$ cat src/rtl/core/dpss_pkg.sv
// Package: shared types, constants, saturation and microcode program of the PLL sample step.
package dpss_pkg;

    // Datapath widths
    localparam int MUL_W  = 33;
    localparam int PROD_W = 2 * MUL_W;
    localparam int ACC_W  = 40;
    localparam int UPC_W  = 5;
    localparam int SINE_W = 18;

    // Configuration port
    localparam int CFG_INDEX_W = 2;
    localparam int CFG_DATA_W  = 16;
    localparam logic [CFG_INDEX_W-1:0] REG_NOMINAL_STEP   = 2'd0;
    localparam logic [CFG_INDEX_W-1:0] REG_MONITOR_SELECT = 2'd1;
    localparam logic [15:0] NOMINAL_STEP_RST = 16'd3277;

    // Monitor select codes (the unused code reads as the clamped sine)
    localparam logic [1:0] MON_PHASE   = 2'd0;
    localparam logic [1:0] MON_RAW     = 2'd1;
    localparam logic [1:0] MON_CLAMPED = 2'd2;

    // Loop coefficients, Q16
    localparam logic signed [MUL_W-1:0] K_LPF_IN  = 33'sd2746;
    localparam logic signed [MUL_W-1:0] K_LPF_OUT = 33'sd64160;
    localparam logic signed [MUL_W-1:0] K_COMP_E  = 33'sd1931346;
    localparam logic signed [MUL_W-1:0] K_COMP_EP = 33'sd1927283;
    localparam logic signed [MUL_W-1:0] K_DT      = 33'sd66;
    localparam logic signed [MUL_W-1:0] K_INV_2PI = 33'sd10430;
    localparam logic signed [MUL_W-1:0] K_2PI     = 33'sd411775;

    localparam logic signed [PROD_W-1:0] ROUND_Q16 = 66'sd32768;
    localparam logic signed [SINE_W-1:0] HALF_Q16  = 18'sd32768;

    // Sine polynomial coefficients, Q30
    localparam logic [30:0] P_C1 = 31'd1686629713;
    localparam logic [30:0] P_C3 = 31'd693598669;
    localparam logic [30:0] P_C5 = 31'd85569306;
    localparam logic [30:0] P_C7 = 31'd5026994;
    localparam logic [30:0] P_C9 = 31'd172272;
    localparam logic [1:0]  HORNER_LAST = 2'd3;

    // Program addresses
    localparam logic [UPC_W-1:0] UPC_IDLE   = 5'd0;
    localparam logic [UPC_W-1:0] UPC_HORNER = 5'd19;

    typedef enum logic [1:0] {
        SEQ_NEXT,
        SEQ_WAIT_IN,
        SEQ_LOOP,
        SEQ_END
    } seq_op_t;

    typedef enum logic [3:0] {
        MA_X,
        MA_FIN,
        MA_FOUT,
        MA_CERR,
        MA_COUT,
        MA_RAD,
        MA_SX,
        MA_SX2,
        MA_PHASE
    } mul_a_t;

    typedef enum logic [3:0] {
        MB_SINE,
        MB_LPF_IN,
        MB_LPF_OUT,
        MB_COMP_E,
        MB_COMP_EP,
        MB_DT,
        MB_INV_2PI,
        MB_2PI,
        MB_SX,
        MB_SP
    } mul_b_t;

    typedef enum logic [2:0] {
        ACC_HOLD,
        ACC_LDQ,
        ACC_ADDQ,
        ACC_SUBQ,
        ACC_NEG,
        ACC_LD_COUT,
        ACC_LDQ_NOM
    } acc_op_t;

    typedef enum logic [3:0] {
        WR_NONE,
        WR_FIN,
        WR_FOUT,
        WR_CERR,
        WR_COUT,
        WR_RAD,
        WR_PHASE,
        WR_SX,
        WR_SX2,
        WR_SP,
        WR_SINE,
        WR_OUT
    } wr_t;

    typedef struct packed {
        seq_op_t          seq;
        logic [UPC_W-1:0] target;
        logic             mul_en;
        mul_a_t           mul_a;
        mul_b_t           mul_b;
        acc_op_t          acc;
        wr_t              wr;
    } ctl_word_t;

    // Clip a wide accumulator to signed 32 bits
    function automatic logic signed [31:0] sat32(input logic signed [ACC_W-1:0] v);
        logic fits;
        fits = (v[ACC_W-1:31] == {(ACC_W-31){1'b0}}) || (v[ACC_W-1:31] == {(ACC_W-31){1'b1}});
        if (fits)
            return v[31:0];
        else
            return {v[ACC_W-1], {31{~v[ACC_W-1]}}};
    endfunction

    // Horner coefficient for pass k, highest order first after C9
    function automatic logic [30:0] horner_coef(input logic [1:0] k);
        case (k)
            2'd0:    return P_C7;
            2'd1:    return P_C5;
            2'd2:    return P_C3;
            default: return P_C1;
        endcase
    endfunction

    // Microcode ROM: one control word per step
    function automatic ctl_word_t ucode(input logic [UPC_W-1:0] upc);
        case (upc)
            // wait for a sample
            5'd0:  return '{SEQ_WAIT_IN, UPC_IDLE, 1'b0, MA_X,     MB_SINE,    ACC_HOLD,    WR_NONE};
            // phase detector product
            5'd1:  return '{SEQ_NEXT,    UPC_IDLE, 1'b1, MA_X,     MB_SINE,    ACC_HOLD,    WR_NONE};
            // low-pass filter
            5'd2:  return '{SEQ_NEXT,    UPC_IDLE, 1'b1, MA_FIN,   MB_LPF_IN,  ACC_LDQ,     WR_NONE};
            5'd3:  return '{SEQ_NEXT,    UPC_IDLE, 1'b1, MA_FOUT,  MB_LPF_OUT, ACC_LDQ,     WR_FIN};
            5'd4:  return '{SEQ_NEXT,    UPC_IDLE, 1'b0, MA_X,     MB_SINE,    ACC_ADDQ,    WR_NONE};
            5'd5:  return '{SEQ_NEXT,    UPC_IDLE, 1'b0, MA_X,     MB_SINE,    ACC_NEG,     WR_FOUT};
            // lead-lag compensator
            5'd6:  return '{SEQ_NEXT,    UPC_IDLE, 1'b1, MA_CERR,  MB_COMP_EP, ACC_LD_COUT, WR_CERR};
            5'd7:  return '{SEQ_NEXT,    UPC_IDLE, 1'b1, MA_CERR,  MB_COMP_E,  ACC_SUBQ,    WR_NONE};
            5'd8:  return '{SEQ_NEXT,    UPC_IDLE, 1'b0, MA_X,     MB_SINE,    ACC_ADDQ,    WR_NONE};
            5'd9:  return '{SEQ_NEXT,    UPC_IDLE, 1'b0, MA_X,     MB_SINE,    ACC_HOLD,    WR_COUT};
            // phase increment
            5'd10: return '{SEQ_NEXT,    UPC_IDLE, 1'b1, MA_COUT,  MB_DT,      ACC_HOLD,    WR_NONE};
            5'd11: return '{SEQ_NEXT,    UPC_IDLE, 1'b0, MA_X,     MB_SINE,    ACC_LDQ,     WR_NONE};
            5'd12: return '{SEQ_NEXT,    UPC_IDLE, 1'b0, MA_X,     MB_SINE,    ACC_HOLD,    WR_RAD};
            5'd13: return '{SEQ_NEXT,    UPC_IDLE, 1'b1, MA_RAD,   MB_INV_2PI, ACC_HOLD,    WR_NONE};
            5'd14: return '{SEQ_NEXT,    UPC_IDLE, 1'b0, MA_X,     MB_SINE,    ACC_LDQ_NOM, WR_NONE};
            5'd15: return '{SEQ_NEXT,    UPC_IDLE, 1'b0, MA_X,     MB_SINE,    ACC_HOLD,    WR_PHASE};
            // sine of the new phase
            5'd16: return '{SEQ_NEXT,    UPC_IDLE, 1'b0, MA_X,     MB_SINE,    ACC_HOLD,    WR_SX};
            5'd17: return '{SEQ_NEXT,    UPC_IDLE, 1'b1, MA_SX,    MB_SX,      ACC_HOLD,    WR_NONE};
            5'd18: return '{SEQ_NEXT,    UPC_IDLE, 1'b0, MA_X,     MB_SINE,    ACC_HOLD,    WR_SX2};
            5'd19: return '{SEQ_NEXT,    UPC_IDLE, 1'b1, MA_SX2,   MB_SP,      ACC_HOLD,    WR_NONE};
            5'd20: return '{SEQ_LOOP,  UPC_HORNER, 1'b0, MA_X,     MB_SINE,    ACC_HOLD,    WR_SP};
            5'd21: return '{SEQ_NEXT,    UPC_IDLE, 1'b1, MA_SX,    MB_SP,      ACC_HOLD,    WR_NONE};
            5'd22: return '{SEQ_NEXT,    UPC_IDLE, 1'b1, MA_PHASE, MB_2PI,     ACC_HOLD,    WR_SINE};
            // hand over the result
            5'd23: return '{SEQ_END,     UPC_IDLE, 1'b0, MA_X,     MB_SINE,    ACC_HOLD,    WR_OUT};
            default: return '{SEQ_END,   UPC_IDLE, 1'b0, MA_X,     MB_SINE,    ACC_HOLD,    WR_NONE};
        endcase
    endfunction

endpackage

$ cat src/rtl/core/dpss_if.sv
// Stream interfaces: sample requests in, loop result requests out.

interface dpss_in_if #(
    parameter int SAMPLE_BITS = 12
);
    logic                   valid;
    logic                   ready;
    logic [SAMPLE_BITS-1:0] adc_code;

    modport source (output valid, output adc_code, input ready);
    modport sink   (input valid, input adc_code, output ready);
endinterface

interface dpss_out_if;
    logic               valid;
    logic               ready;
    logic signed [31:0] loop_error;
    logic signed [17:0] sine_out;
    logic signed [31:0] monitor_out;
    logic               clamped;

    modport source (output valid, output loop_error, output sine_out, output monitor_out,
                    output clamped, input ready);
    modport sink   (input valid, input loop_error, input sine_out, input monitor_out,
                    input clamped, output ready);
endinterface

$ cat src/rtl/core/digital_pll_sample_step.sv
// Top level: all-digital PLL sample step run by a microcoded sequencer over one multiplier.
//
//   channel     dir  payload                                          handshake
//   sample_ch   in   adc_code                                         valid/ready
//   result_ch   out  loop_error, sine_out, monitor_out, clamped       valid/ready
//   cfg         in   cfg_index, cfg_data                              cfg_we
//
// One sample runs from acceptance to the next ready through 24 program steps, with
// the Horner pass of the sine run four times, all through the single 33x33 multiplier.
// The result sits in an output register; a new sample is taken while it waits, and the
// sequencer only stalls on its last step if the previous result is still held.
// Reset clears the loop state, the phase, the stored sine and the program counter.

module digital_pll_sample_step #(
    parameter int SINE_ADDR_BITS = 10,
    parameter int PHASE_BITS     = 16,
    parameter int SAMPLE_BITS    = 12
) (
    input  logic                               clk,
    input  logic                               rst_n,
    input  logic                               cfg_we,
    input  logic [dpss_pkg::CFG_INDEX_W-1:0]   cfg_index,
    input  logic [dpss_pkg::CFG_DATA_W-1:0]    cfg_data,
    dpss_in_if.sink                            sample_ch,
    dpss_out_if.source                         result_ch
);
    import dpss_pkg::*;

    localparam int QB   = SINE_ADDR_BITS - 2;
    localparam int XPAD = 30 - QB;
    localparam int SPAD = 17 - SAMPLE_BITS;

    // Control
    logic [UPC_W-1:0] upc_reg, upc_next;
    logic [1:0]       k_reg, k_next;
    ctl_word_t        ctl;
    logic             step_go;
    logic             out_free;

    // Configuration registers
    logic [15:0] nominal_step_reg, nominal_step_next;
    logic [1:0]  monitor_select_reg, monitor_select_next;

    // Loop state
    logic signed [31:0]        fin_reg, fin_next;
    logic signed [31:0]        fout_reg, fout_next;
    logic signed [31:0]        cerr_reg, cerr_next;
    logic signed [31:0]        cout_reg, cout_next;
    logic [PHASE_BITS-1:0]     phase_reg, phase_next;
    logic signed [SINE_W-1:0]  sine_reg, sine_next;

    // Working registers
    logic signed [17:0]        x_reg, x_next;
    logic signed [31:0]        rad_reg, rad_next;
    logic [30:0]               sx_reg, sx_next;
    logic [30:0]               sx2_reg, sx2_next;
    logic [30:0]               sp_reg, sp_next;
    logic                      sneg_reg, sneg_next;
    logic signed [ACC_W-1:0]   acc_reg, acc_next;
    logic signed [PROD_W-1:0]  prod_reg, prod_next;

    // Output register
    logic                      out_valid_reg, out_valid_next;
    logic signed [31:0]        loop_error_reg, loop_error_next;
    logic signed [SINE_W-1:0]  sine_out_reg, sine_out_next;
    logic signed [31:0]        monitor_out_reg, monitor_out_next;
    logic                      clamped_reg, clamped_next;

    // Datapath nets
    logic signed [MUL_W-1:0]   mul_a_val, mul_b_val;
    logic signed [PROD_W-1:0]  prod_rnd, q_wide;
    logic signed [ACC_W-1:0]   qv;
    logic signed [31:0]        sat_acc;
    logic [32:0]               s30;
    logic [PHASE_BITS+15:0]    delta_wide;
    logic [PHASE_BITS-1:0]     delta;
    logic [PHASE_BITS+SINE_ADDR_BITS-1:0] addr_wide;
    logic [SINE_ADDR_BITS-1:0] sine_addr;
    logic [1:0]                quad;
    logic [QB:0]               sine_n;
    logic [32:0]               sine_rnd;
    logic [18:0]               sine_mag_wide;
    logic [16:0]               sine_mag;
    logic signed [SINE_W-1:0]  sine_new;
    logic [PROD_W-1:0]         mon_wide;
    logic signed [SINE_W-1:0]  sine_sat;
    logic                      clip;

    // Program word and step handshake
    assign ctl      = ucode(upc_reg);
    assign out_free = !out_valid_reg || result_ch.ready;

    always_comb
    begin
        case (ctl.seq)
            SEQ_WAIT_IN: step_go = sample_ch.valid;
            SEQ_END:     step_go = out_free;
            default:     step_go = 1'b1;
        endcase
    end

    assign sample_ch.ready = (ctl.seq == SEQ_WAIT_IN);

    // Sequencer
    always_comb
    begin
        upc_next = upc_reg;
        k_next   = k_reg;
        case (ctl.seq)
            SEQ_WAIT_IN:
            begin
                if (step_go)
                    upc_next = upc_reg + UPC_W'(1);
            end
            SEQ_LOOP:
            begin
                k_next = k_reg + 2'd1;
                if (k_reg != HORNER_LAST)
                    upc_next = ctl.target;
                else
                    upc_next = upc_reg + UPC_W'(1);
            end
            SEQ_END:
            begin
                if (step_go)
                    upc_next = UPC_IDLE;
            end
            default: upc_next = upc_reg + UPC_W'(1);
        endcase
        if (ctl.wr == WR_SX2)
            k_next = 2'd0;
    end

    // Shared multiplier operands
    always_comb
    begin
        case (ctl.mul_a)
            MA_X:     mul_a_val = MUL_W'(x_reg);
            MA_FIN:   mul_a_val = MUL_W'(fin_reg);
            MA_FOUT:  mul_a_val = MUL_W'(fout_reg);
            MA_CERR:  mul_a_val = MUL_W'(cerr_reg);
            MA_COUT:  mul_a_val = MUL_W'(cout_reg);
            MA_RAD:   mul_a_val = MUL_W'(rad_reg);
            MA_SX:    mul_a_val = $signed({2'b00, sx_reg});
            MA_SX2:   mul_a_val = $signed({2'b00, sx2_reg});
            MA_PHASE: mul_a_val = $signed(MUL_W'(phase_reg));
            default:  mul_a_val = '0;
        endcase
        case (ctl.mul_b)
            MB_SINE:    mul_b_val = MUL_W'(sine_reg);
            MB_LPF_IN:  mul_b_val = K_LPF_IN;
            MB_LPF_OUT: mul_b_val = K_LPF_OUT;
            MB_COMP_E:  mul_b_val = K_COMP_E;
            MB_COMP_EP: mul_b_val = K_COMP_EP;
            MB_DT:      mul_b_val = K_DT;
            MB_INV_2PI: mul_b_val = K_INV_2PI;
            MB_2PI:     mul_b_val = K_2PI;
            MB_SX:      mul_b_val = $signed({2'b00, sx_reg});
            MB_SP:      mul_b_val = $signed({2'b00, sp_reg});
            default:    mul_b_val = '0;
        endcase
    end

    // Product post-processing: Q16 round half up, Q30 truncation, saturation
    assign prod_rnd = prod_reg + ROUND_Q16;
    assign q_wide   = prod_rnd >>> 16;
    assign qv       = q_wide[ACC_W-1:0];
    assign s30      = prod_reg[62:30];
    assign sat_acc  = sat32(acc_reg);

    // Phase increment aligned to the phase width
    assign delta_wide = {acc_reg[15:0], {PHASE_BITS{1'b0}}};
    assign delta      = delta_wide[PHASE_BITS+15:16];

    // Sine argument from the phase: quadrant fold
    assign addr_wide = {phase_reg, {SINE_ADDR_BITS{1'b0}}};
    assign sine_addr = addr_wide[PHASE_BITS+SINE_ADDR_BITS-1:PHASE_BITS];
    assign quad      = sine_addr[SINE_ADDR_BITS-1:SINE_ADDR_BITS-2];
    assign sine_n    = quad[0] ? ((QB+1)'(1) << QB) - {1'b0, sine_addr[QB-1:0]}
                               : {1'b0, sine_addr[QB-1:0]};

    // Sine result: Q30 to Q16 with rounding, clipped at one
    assign sine_rnd      = {1'b0, prod_reg[61:30]} + 33'd8192;
    assign sine_mag_wide = sine_rnd[32:14];
    assign sine_mag      = (sine_mag_wide > 19'd65536) ? 17'd65536 : sine_mag_wide[16:0];
    assign sine_new      = sneg_reg ? -$signed({1'b0, sine_mag}) : $signed({1'b0, sine_mag});

    // Monitor terms
    assign mon_wide = prod_reg >> PHASE_BITS;
    assign clip     = (sine_reg > HALF_Q16) || (sine_reg < -HALF_Q16);
    assign sine_sat = (sine_reg > HALF_Q16) ? HALF_Q16 :
                      (sine_reg < -HALF_Q16) ? -HALF_Q16 : sine_reg;

    // Register next values
    always_comb
    begin
        nominal_step_next   = nominal_step_reg;
        monitor_select_next = monitor_select_reg;
        fin_next            = fin_reg;
        fout_next           = fout_reg;
        cerr_next           = cerr_reg;
        cout_next           = cout_reg;
        phase_next          = phase_reg;
        sine_next           = sine_reg;
        x_next              = x_reg;
        rad_next            = rad_reg;
        sx_next             = sx_reg;
        sx2_next            = sx2_reg;
        sp_next             = sp_reg;
        sneg_next           = sneg_reg;
        acc_next            = acc_reg;
        prod_next           = prod_reg;
        out_valid_next      = out_valid_reg && !result_ch.ready;
        loop_error_next     = loop_error_reg;
        sine_out_next       = sine_out_reg;
        monitor_out_next    = monitor_out_reg;
        clamped_next        = clamped_reg;

        // configuration writes
        if (cfg_we)
        begin
            case (cfg_index)
                REG_NOMINAL_STEP:   nominal_step_next = cfg_data[15:0];
                REG_MONITOR_SELECT: monitor_select_next = cfg_data[1:0];
                default: ;
            endcase
        end

        // sample capture, mapped to Q16 about zero
        if (ctl.seq == SEQ_WAIT_IN && step_go)
            x_next = $signed({1'b0, sample_ch.adc_code, {SPAD{1'b0}}}) - 18'sd65536;

        if (ctl.mul_en)
            prod_next = mul_a_val * mul_b_val;

        // accumulator
        case (ctl.acc)
            ACC_LDQ:     acc_next = qv;
            ACC_ADDQ:    acc_next = acc_reg + qv;
            ACC_SUBQ:    acc_next = acc_reg - qv;
            ACC_NEG:     acc_next = -ACC_W'(sat_acc);
            ACC_LD_COUT: acc_next = ACC_W'(cout_reg);
            ACC_LDQ_NOM: acc_next = qv + $signed(ACC_W'(nominal_step_reg));
            default:     acc_next = acc_reg;
        endcase

        // write-back
        case (ctl.wr)
            WR_FIN:   fin_next = sat_acc;
            WR_FOUT:  fout_next = sat_acc;
            WR_CERR:  cerr_next = sat_acc;
            WR_COUT:  cout_next = sat_acc;
            WR_RAD:   rad_next = sat_acc;
            WR_PHASE: phase_next = phase_reg + delta;
            WR_SX:
            begin
                sx_next   = {sine_n, {XPAD{1'b0}}};
                sneg_next = quad[1];
            end
            WR_SX2:
            begin
                sx2_next = s30[30:0];
                sp_next  = P_C9;
            end
            WR_SP:    sp_next = horner_coef(k_reg) - s30[30:0];
            WR_SINE:  sine_next = sine_new;
            WR_OUT:
            begin
                if (step_go)
                begin
                    out_valid_next  = 1'b1;
                    loop_error_next = cerr_reg;
                    sine_out_next   = sine_reg;
                    clamped_next    = clip;
                    case (monitor_select_reg)
                        MON_PHASE: monitor_out_next = mon_wide[31:0];
                        MON_RAW:   monitor_out_next = 32'(sine_reg);
                        default:   monitor_out_next = 32'(sine_sat);
                    endcase
                end
            end
            default: ;
        endcase
    end

    // Control, configuration and loop state
    always_ff @(posedge clk or negedge rst_n)
    begin
        if (!rst_n)
        begin
            upc_reg            <= UPC_IDLE;
            k_reg              <= 2'd0;
            nominal_step_reg   <= NOMINAL_STEP_RST;
            monitor_select_reg <= MON_CLAMPED;
            fin_reg            <= '0;
            fout_reg           <= '0;
            cerr_reg           <= '0;
            cout_reg           <= '0;
            phase_reg          <= '0;
            sine_reg           <= '0;
            out_valid_reg      <= 1'b0;
        end
        else
        begin
            upc_reg            <= upc_next;
            k_reg              <= k_next;
            nominal_step_reg   <= nominal_step_next;
            monitor_select_reg <= monitor_select_next;
            fin_reg            <= fin_next;
            fout_reg           <= fout_next;
            cerr_reg           <= cerr_next;
            cout_reg           <= cout_next;
            phase_reg          <= phase_next;
            sine_reg           <= sine_next;
            out_valid_reg      <= out_valid_next;
        end
    end

    // Working and output payload
    always_ff @(posedge clk)
    begin
        x_reg           <= x_next;
        rad_reg         <= rad_next;
        sx_reg          <= sx_next;
        sx2_reg         <= sx2_next;
        sp_reg          <= sp_next;
        sneg_reg        <= sneg_next;
        acc_reg         <= acc_next;
        prod_reg        <= prod_next;
        loop_error_reg  <= loop_error_next;
        sine_out_reg    <= sine_out_next;
        monitor_out_reg <= monitor_out_next;
        clamped_reg     <= clamped_next;
    end

    assign result_ch.valid       = out_valid_reg;
    assign result_ch.loop_error  = loop_error_reg;
    assign result_ch.sine_out    = sine_out_reg;
    assign result_ch.monitor_out = monitor_out_reg;
    assign result_ch.clamped     = clamped_reg;

    // A sample is worked on alone: no second request straight after one is taken
    a_one_at_a_time: assert property (@(posedge clk) disable iff (!rst_n)
        sample_ch.valid && sample_ch.ready |=> !sample_ch.ready)
        else $error("sample taken while the previous one is in progress");

    // The result register is only loaded from the hand-over step
    a_out_from_program: assert property (@(posedge clk) disable iff (!rst_n)
        $rose(out_valid_reg) |-> $past(ctl.wr == WR_OUT))
        else $error("result appeared outside the hand-over step");

    // The phase moves only on its write step
    a_phase_write: assert property (@(posedge clk) disable iff (!rst_n)
        !$stable(phase_reg) |-> $past(ctl.wr == WR_PHASE))
        else $error("phase changed outside its update step");

endmodule
$ cat src/flat_wrapper.sv
// flat-port wrapper written by rule: the top's interface ports become plain ports
module digital_pll_sample_step_flat import dpss_pkg::*;
#(
    parameter int SINE_ADDR_BITS = 10,
    parameter int PHASE_BITS     = 16,
    parameter int SAMPLE_BITS    = 12
)
  (clk, rst_n, cfg_we, cfg_index, cfg_data, sample_ch_valid, sample_ch_adc_code, sample_ch_ready, result_ch_valid, result_ch_loop_error, result_ch_sine_out, result_ch_monitor_out, result_ch_clamped, result_ch_ready);
  dpss_in_if #(.SAMPLE_BITS(SAMPLE_BITS)) sample_ch_i ();
  dpss_out_if result_ch_i ();
  input  logic clk;
  input  logic rst_n;
  input  logic cfg_we;
  input  logic [dpss_pkg::CFG_INDEX_W-1:0] cfg_index;
  input  logic [dpss_pkg::CFG_DATA_W-1:0] cfg_data;
  input wire logic [$bits(sample_ch_i.valid)-1:0] sample_ch_valid;
  input wire logic [$bits(sample_ch_i.adc_code)-1:0] sample_ch_adc_code;
  output wire logic [$bits(sample_ch_i.ready)-1:0] sample_ch_ready;
  output wire logic [$bits(result_ch_i.valid)-1:0] result_ch_valid;
  output wire logic [$bits(result_ch_i.loop_error)-1:0] result_ch_loop_error;
  output wire logic [$bits(result_ch_i.sine_out)-1:0] result_ch_sine_out;
  output wire logic [$bits(result_ch_i.monitor_out)-1:0] result_ch_monitor_out;
  output wire logic [$bits(result_ch_i.clamped)-1:0] result_ch_clamped;
  input wire logic [$bits(result_ch_i.ready)-1:0] result_ch_ready;
  assign sample_ch_i.valid = sample_ch_valid;
  assign sample_ch_i.adc_code = sample_ch_adc_code;
  assign sample_ch_ready = sample_ch_i.ready;
  assign result_ch_valid = result_ch_i.valid;
  assign result_ch_loop_error = result_ch_i.loop_error;
  assign result_ch_sine_out = result_ch_i.sine_out;
  assign result_ch_monitor_out = result_ch_i.monitor_out;
  assign result_ch_clamped = result_ch_i.clamped;
  assign result_ch_i.ready = result_ch_ready;
  digital_pll_sample_step #(.SINE_ADDR_BITS(SINE_ADDR_BITS), .PHASE_BITS(PHASE_BITS), .SAMPLE_BITS(SAMPLE_BITS)) u_core (.clk(clk), .rst_n(rst_n), .cfg_we(cfg_we), .cfg_index(cfg_index), .cfg_data(cfg_data), .sample_ch(sample_ch_i), .result_ch(result_ch_i));
endmodule
$ cat config.mk
export PLATFORM = sky130hd
export DESIGN_NAME = digital_pll_sample_step_flat
export DESIGN_NICKNAME = d
export VERILOG_FILES = /design/src/rtl/core/dpss_pkg.sv /design/src/rtl/core/dpss_if.sv /design/src/rtl/core/digital_pll_sample_step.sv /design/src/flat_wrapper.sv
export SDC_FILE = /design/constraint.sdc
export NUM_CORES = 2
export LEC_CHECK = 0
export ABC_AREA = 1
export BUFFER_PORTS_ARGS = -buffer_cell sky130_fd_sc_hd__clkbuf_2
export CAP_MARGIN = 30
export CORE_UTILIZATION = 55
export CTS_BUF_LIST = sky130_fd_sc_hd__clkbuf_2
export CTS_CLUSTER_DIAMETER = 40
export CTS_CLUSTER_SIZE = 28
export DETAILED_ROUTE_END_ITERATION = 6
export PLACE_DENSITY = 0.69
export SYNTH_ARGS = -nofsm -noshare
export SYNTH_HDL_FRONTEND = slang
export SYNTH_SLANG_ARGS = --single-unit
export TNS_END_PERCENT = 10
$ cat constraint.sdc
create_clock -name clk -period 24.6 [get_ports clk]
set_input_delay 0 -clock clk [delete_from_list [all_inputs] [get_ports clk]]
set_output_delay 0 -clock clk [all_outputs]
set_load 0.1 [all_outputs]
* After elaboration in Yosys (flattened, before gate mapping) *
Memory sizes are Yosys's and may differ from the RTL's.
Index checks and enable logic that the tools add are counted.

storage, ports and cells
  bits in registers = 495
  memory bits (read-only) = 672
  bits of input ports = 35
  output and inout port bits = 85
  word-level logic and storage cells = 130
  memories = 1

memories
  name             depth  bits a word  rd ports  clocked after Yosys merged registers in  wr ports  line             source
  (no name shown)  32     21           1         0                                        0         dpss_pkg.sv:136  case (upc)

operators by class
  add/sub/neg operators = 13
  $mul = 1
  order comparisons = 3
  equality and inequality tests = 45
  muxes and demuxes = 22
  bitwise gates (word level) = 1
  reduce and logical (&&, ||, !) cells = 20

operators with widths
  cell                                                                                number
  33-bit case mux with 10 select lines                                                1
  33-bit case mux with 9 select lines                                                 1
  40-bit case mux with 6 select lines                                                 1
  31-bit case mux with 3 select lines                                                 1
  32-bit case mux with 2 select lines                                                 1
  33-bit by 33-bit multiplier with 62-bit output                                      1
  31-bit case mux with 2 select lines                                                 1
  56-bit by 17-bit adder with 56-bit output (second input constant)                   1
  18-bit two-way mux                                                                  3
  4-bit by 3-bit == test with 1-bit output (second input constant)                    12
  40-bit by 17-bit adder with 40-bit output                                           1
  40-bit adder                                                                        1
  32-bit negator with 40-bit output                                                   1
  40-bit subtractor                                                                   1
  32-bit by 14-bit adder with 33-bit output (second input constant)                   1
  32-bit two-way mux                                                                  1
  31-bit two-way mux                                                                  1
  31-bit subtractor                                                                   1
  4-bit == test (second input constant)                                               7
  4-bit by 2-bit == test with 1-bit output (second input constant)                    6
  19-bit by 17-bit greater-than comparator with 1-bit output (second input constant)  1
  18-bit by 17-bit greater-than comparator with 1-bit output (second input constant)  1
  18-bit by 16-bit < comparator with 1-bit output (second input constant)             1
  17-bit negator with 18-bit output                                                   1
  other kinds (31)                                                                    57

* Longest topological paths before layout *
  depth in word-level cells = 5
  depth in mapped cells = 49
  mapped depth without buffers = 46

* Least setup slack after synthesis *
OpenSTA, ideal clock, no wires.

  path kind = flip-flop to flip-flop
  start = register u_core.upc_reg[1]
  end = register u_core.prod_reg[61] (data pin)
  library setup time = 0.252 ns
  arrival time = 9.200 ns
  data required time = 24.348 ns
  slack = 15.148 ns
  stages on the path, launching flop included = 40
  path buffers = 2
  clock period less this slack = 9.452 ns
  path through = dfrtp_1 -> inv_1 -> ha_1 -> inv_1 -> nand2_1 -> nand3_4 -> nand2_1 -> nor2_2 -> buf_6 -> nand2_1 -> nor2_1 -> inv_1 -> nand2_1 -> inv_1 -> nand2_1 -> clkbuf_1 -> nand2_1 -> fa_1 -> (+4 left out) -> fa_1 -> inv_1 -> fa_1 -> fa_1 -> fa_1 -> inv_1 -> fa_1 -> inv_1 -> ha_1 -> a21oi_1 -> nor2_1 -> nor2_1 -> a21boi_0 -> o221ai_1 -> a41oi_1 -> nand2_1 -> nand2_1 -> nand2_1

between the ends
  longest elaborated chain between the ends = 4
  elaborated cells on any way between the ends = 23
  classes of those cells = 1 x mul; 17 x eq/ne; 2 x mux; 2 x reduce/logical; 1 x memory

RTL lines
  what                                                                                         line                                                            source
  from (decl)                                                                                  digital_pll_sample_step.sv:34                                   logic [UPC_W-1:0] upc_reg, upc_next;
  from (signal assigned)                                                                       digital_pll_sample_step.sv:305                                  upc_reg <= upc_next;
  memory 32 x 21 bit *                                                                         n/a
  4-bit == test (tied with other cells)                                                        digital_pll_sample_step.sv:149                                  case (ctl.mul_b)
  33-bit case mux with 10 select lines or 33-bit case mux with 9 select lines (tied branches)  digital_pll_sample_step.sv:149, digital_pll_sample_step.sv:137
  33-bit by 33-bit multiplier with 62-bit output *                                             digital_pll_sample_step.sv:234                                  prod_next = mul_a_val * mul_b_val;
  to (signal assigned)                                                                         digital_pll_sample_step.sv:329                                  prod_reg <= prod_next;
  to (decl)                                                                                    digital_pll_sample_step.sv:60                                   logic signed [PROD_W-1:0] prod_reg, prod_next;

Every way passes the cells marked *; elsewhere a longest branch is shown, timed or not.
A chain may end at the register's enable or synchronous reset.

* Final worst setup path *
  start = register u_core.upc_reg[1]
  end = register u_core.prod_reg[49] (data pin)

The elaborated chain is that of the path after synthesis.

==> out/results.ini <==
[placement]
portBuffers = 119
globalplace.congestion = 1.07
placed_area_um2 = 69500
post-dp-hpwl_um = 206000

[global_routing]
overflow = 0
grt_pass1_vias = 57600
grt_pass1_wl_um = 372000
grt_max_degree = 75
track_usage_pct = 41.5
antenna_found_initial = 16

[logic_synthesis]
async_flop_share_pct = 39.7
synth_seq_area_share_pct = 19.9
syn-mean-instance-area_um2 = 8.17
synth_cell_types = 72
yosysWarnings = 0
synth_flop_cell = edfxtp_1
syn_nets = 9656
syn_area_um2 = 66900
synth_edf_count = 286
ys_ff_latch = 474
synthCells = 8193

[route]
initialDrtViolationCount = 7041
drc = 0
wl_met2_um = 107000
wire_per_inst_um = 25.2
met1_length_um = 101000
dr.pass1.iters = 6
vias_per_cell = 5.89
wl_met3_um = 33000
ant_nets = 0
routed.top_layer = met5
routed_wl_um = 252000
via_count = 59000

[setup_path]
critPathArrivalTime_ns = 12.76
critical-path-top-delay-family = adder cells
slowest_delay_ns = 0.87
cp.required_ns = 25.73
cpMostUsedCell = fa_1
cp_slowest_cell = nor4_1
startpoint_type = register
worst_setup_path_end_kind = register
worst-path-buf-inv = 8
crit_type = reg -> reg
cp_max_fo = 25

[sta]
final-setup-viol-count = 0
relSlewSlack_pct = 18.7
tightest_slew_ns = 1.21
finalHoldViolCount = 0
fin_skew_ns = 0.178
rsz0062_at_grt = false
fmaxAchievable_ghz = 0.0860
drv_slew = 0
finalCritPeriodShare_pct = 47.3
layout_min_cycle_time_ns = 11.63
fin_setup_tns_ns = 0

[finish]
largest_reg_flops = 47
syn_to_final_growth_pct = 7.00
drive_gt1_share_pct = 6.13
design_area_um2 = 71600
n_fill_cell = 11100
fin_nets = 9802
fin_util_pct = 59.5

[die]
die_x_um = 351
die-height_um = 351
io_pins = 120
initial_core_util_pct = 55.6
core_area_um2 = 120000
die-area_um2 = 123000
rows = 127

[cts]
cts-root-buf = clkbuf_2
cts.path.max_buffers = 3
cts_tree = done
cts_resized = 0
postCtsSetupBuffers = 0
clkTransAtPathRegs_ns = 0.21
cts_buffers = 70
cts.htree.levels = 3
clock-sinks = 474
clk_latency_ns = 1.42
postCtsHoldBufs = 102

[status]
status = finished, final reports clean

[worst_hold_path]
hp-class = in -> reg

[job]
maxCapViolCount = 0

## worst min-delay path, cell delays in order
cell	delay [ns]
dlygate4sd3_1	0.55
clkbuf_2	0.10
dlygate4sd3_1	0.55
inv_1	0.12
o21ai_0	0.18
## per-stage QoR
step	std cells	hold slack (ns)	worst slack [ns]
5_1_grt	10000	0.148	12.43
3_5_place_dp	9777	0.0977	13.32
3_3_place_gp	9771	0.0880	13.37
6_report	10000	0.200	12.97
4_1_cts	10000	0.0188	13.24
2_1_floorplan	8193	-0.296	15.15
## cells in the final DEF (no fill, tap or decap), types with 34 or more instances in the layout
| master | n |
|---|---|
| inv_1 | 1718 |
| nor3_1 | 50 |
| nor2_1 | 869 |
| ha_1 | 343 |
| nand2_1 | 1717 |
| nand4_1 | 59 |
| dlygate4sd3_1 | 101 |
| buf_4 | 110 |
| edfxtp_1 | 286 |
| a21oi_1 | 344 |
| inv_2 | 34 |
| o21ai_0 | 451 |
| o21a_1 | 39 |
| nand3_1 | 217 |
| a31oi_1 | 34 |
| dfrtp_1 | 180 |
| clkbuf_2 | 193 |
| xor2_1 | 95 |
| fa_1 | 1085 |
## final timing paths
check / startpoint / to / slack, ns / cells past startpoint
hold reg to reg: u_core.sine_reg[7]$_DFFE_PN0N_ / u_core.result_ch.sine_out[7]$_DFFE_PP_ / 0.43 / 0
setup / recovery: u_core.upc_reg[1]$_DFFE_PN0P_ / u_core.prod_reg[49]$_DFFE_PP_ / 12.97 / 35
min in group asynchronous: rst_n / u_core.fin_reg[30]$_DFFE_PN0N_ / 0.27 / 5
max in group asynchronous: rst_n / u_core.phase_reg[11]$_DFFE_PN0N_ / 22.19 / 7
setup reg to reg: u_core.upc_reg[1]$_DFFE_PN0P_ / u_core.prod_reg[49]$_DFFE_PP_ / 12.97 / 35
hold / removal: cfg_data[1] / u_core.nominal_step_reg[1]$_DFFE_PN0P_ / 0.20 / 5
## cells by family after synthesis
group	synth area share [%]
simple gates	18.4
xor+xnor	1.64
buf+inv	11.6
mux	0.236
compound gates	9.40
fa+ha+maj	38.9
flops	19.9
## cell type report
cell class / count / area, um2 / share of cell area (%)
clock inverter: 55 / 718 / 1.00
antenna: 15 / 37.5 / 0.0524
multi-input combinational: 5691 / 46000 / 64.2
tap: 1612 / 2020 / 2.82
sequential: 474 / 13300 / 18.6
clock buffer: 75 / 375 / 0.524
timing repair buffer: 335 / 2550 / 3.56
inverter: 1767 / 6640 / 9.26
## cell usage after synthesis (6+ instances only)
cell | count | area share (%)
a211oi_1 | 28 | 0.31
a21o_1 | 12 | 0.13
a21oi_1 | 346 | 2.6
a221oi_1 | 27 | 0.35
a22o_1 | 12 | 0.16
a31oi_1 | 34 | 0.32
a32o_1 | 22 | 0.33
and3_1 | 6 | 0.056
buf_1 | 14 | 0.079
buf_2 | 79 | 0.59
buf_4 | 7 | 0.079
clkbuf_1 | 158 | 0.89
clkinv_1 | 16 | 0.090
dfrtp_1 | 180 | 6.7
dfstp_2 | 8 | 0.31
edfxtp_1 | 286 | 13
fa_1 | 1085 | 32
ha_1 | 343 | 6.4
inv_1 | 1719 | 9.6
inv_2 | 31 | 0.17
mux2_2 | 14 | 0.24
nand2_1 | 1719 | 9.6
nand2_2 | 13 | 0.12
nand3_1 | 218 | 1.6
nand3b_1 | 8 | 0.090
nand4_1 | 59 | 0.55
nor2_1 | 881 | 4.9
nor2_2 | 10 | 0.093
nor3_1 | 50 | 0.37
nor4_1 | 24 | 0.22
o2111ai_1 | 9 | 0.12
o211ai_1 | 22 | 0.25
o21a_1 | 39 | 0.44
o21ai_0 | 451 | 3.4
o21ai_1 | 6 | 0.045
o21bai_1 | 14 | 0.16
o221ai_1 | 7 | 0.092
o22ai_1 | 21 | 0.20
or2_2 | 22 | 0.21
xnor2_1 | 30 | 0.39
xor2_1 | 95 | 1.2
## routing by layer
metal,GRT usage (%),up-vias
li1,-,25600
met1,58.7,29300
met2,60.7,3639
met3,12.1,564
met4,14.6,10
met5,0,-
Power is left out: the tool's default activity adds up to more than one toggle a clock period on the data nets, which glitch-free logic cannot reach.
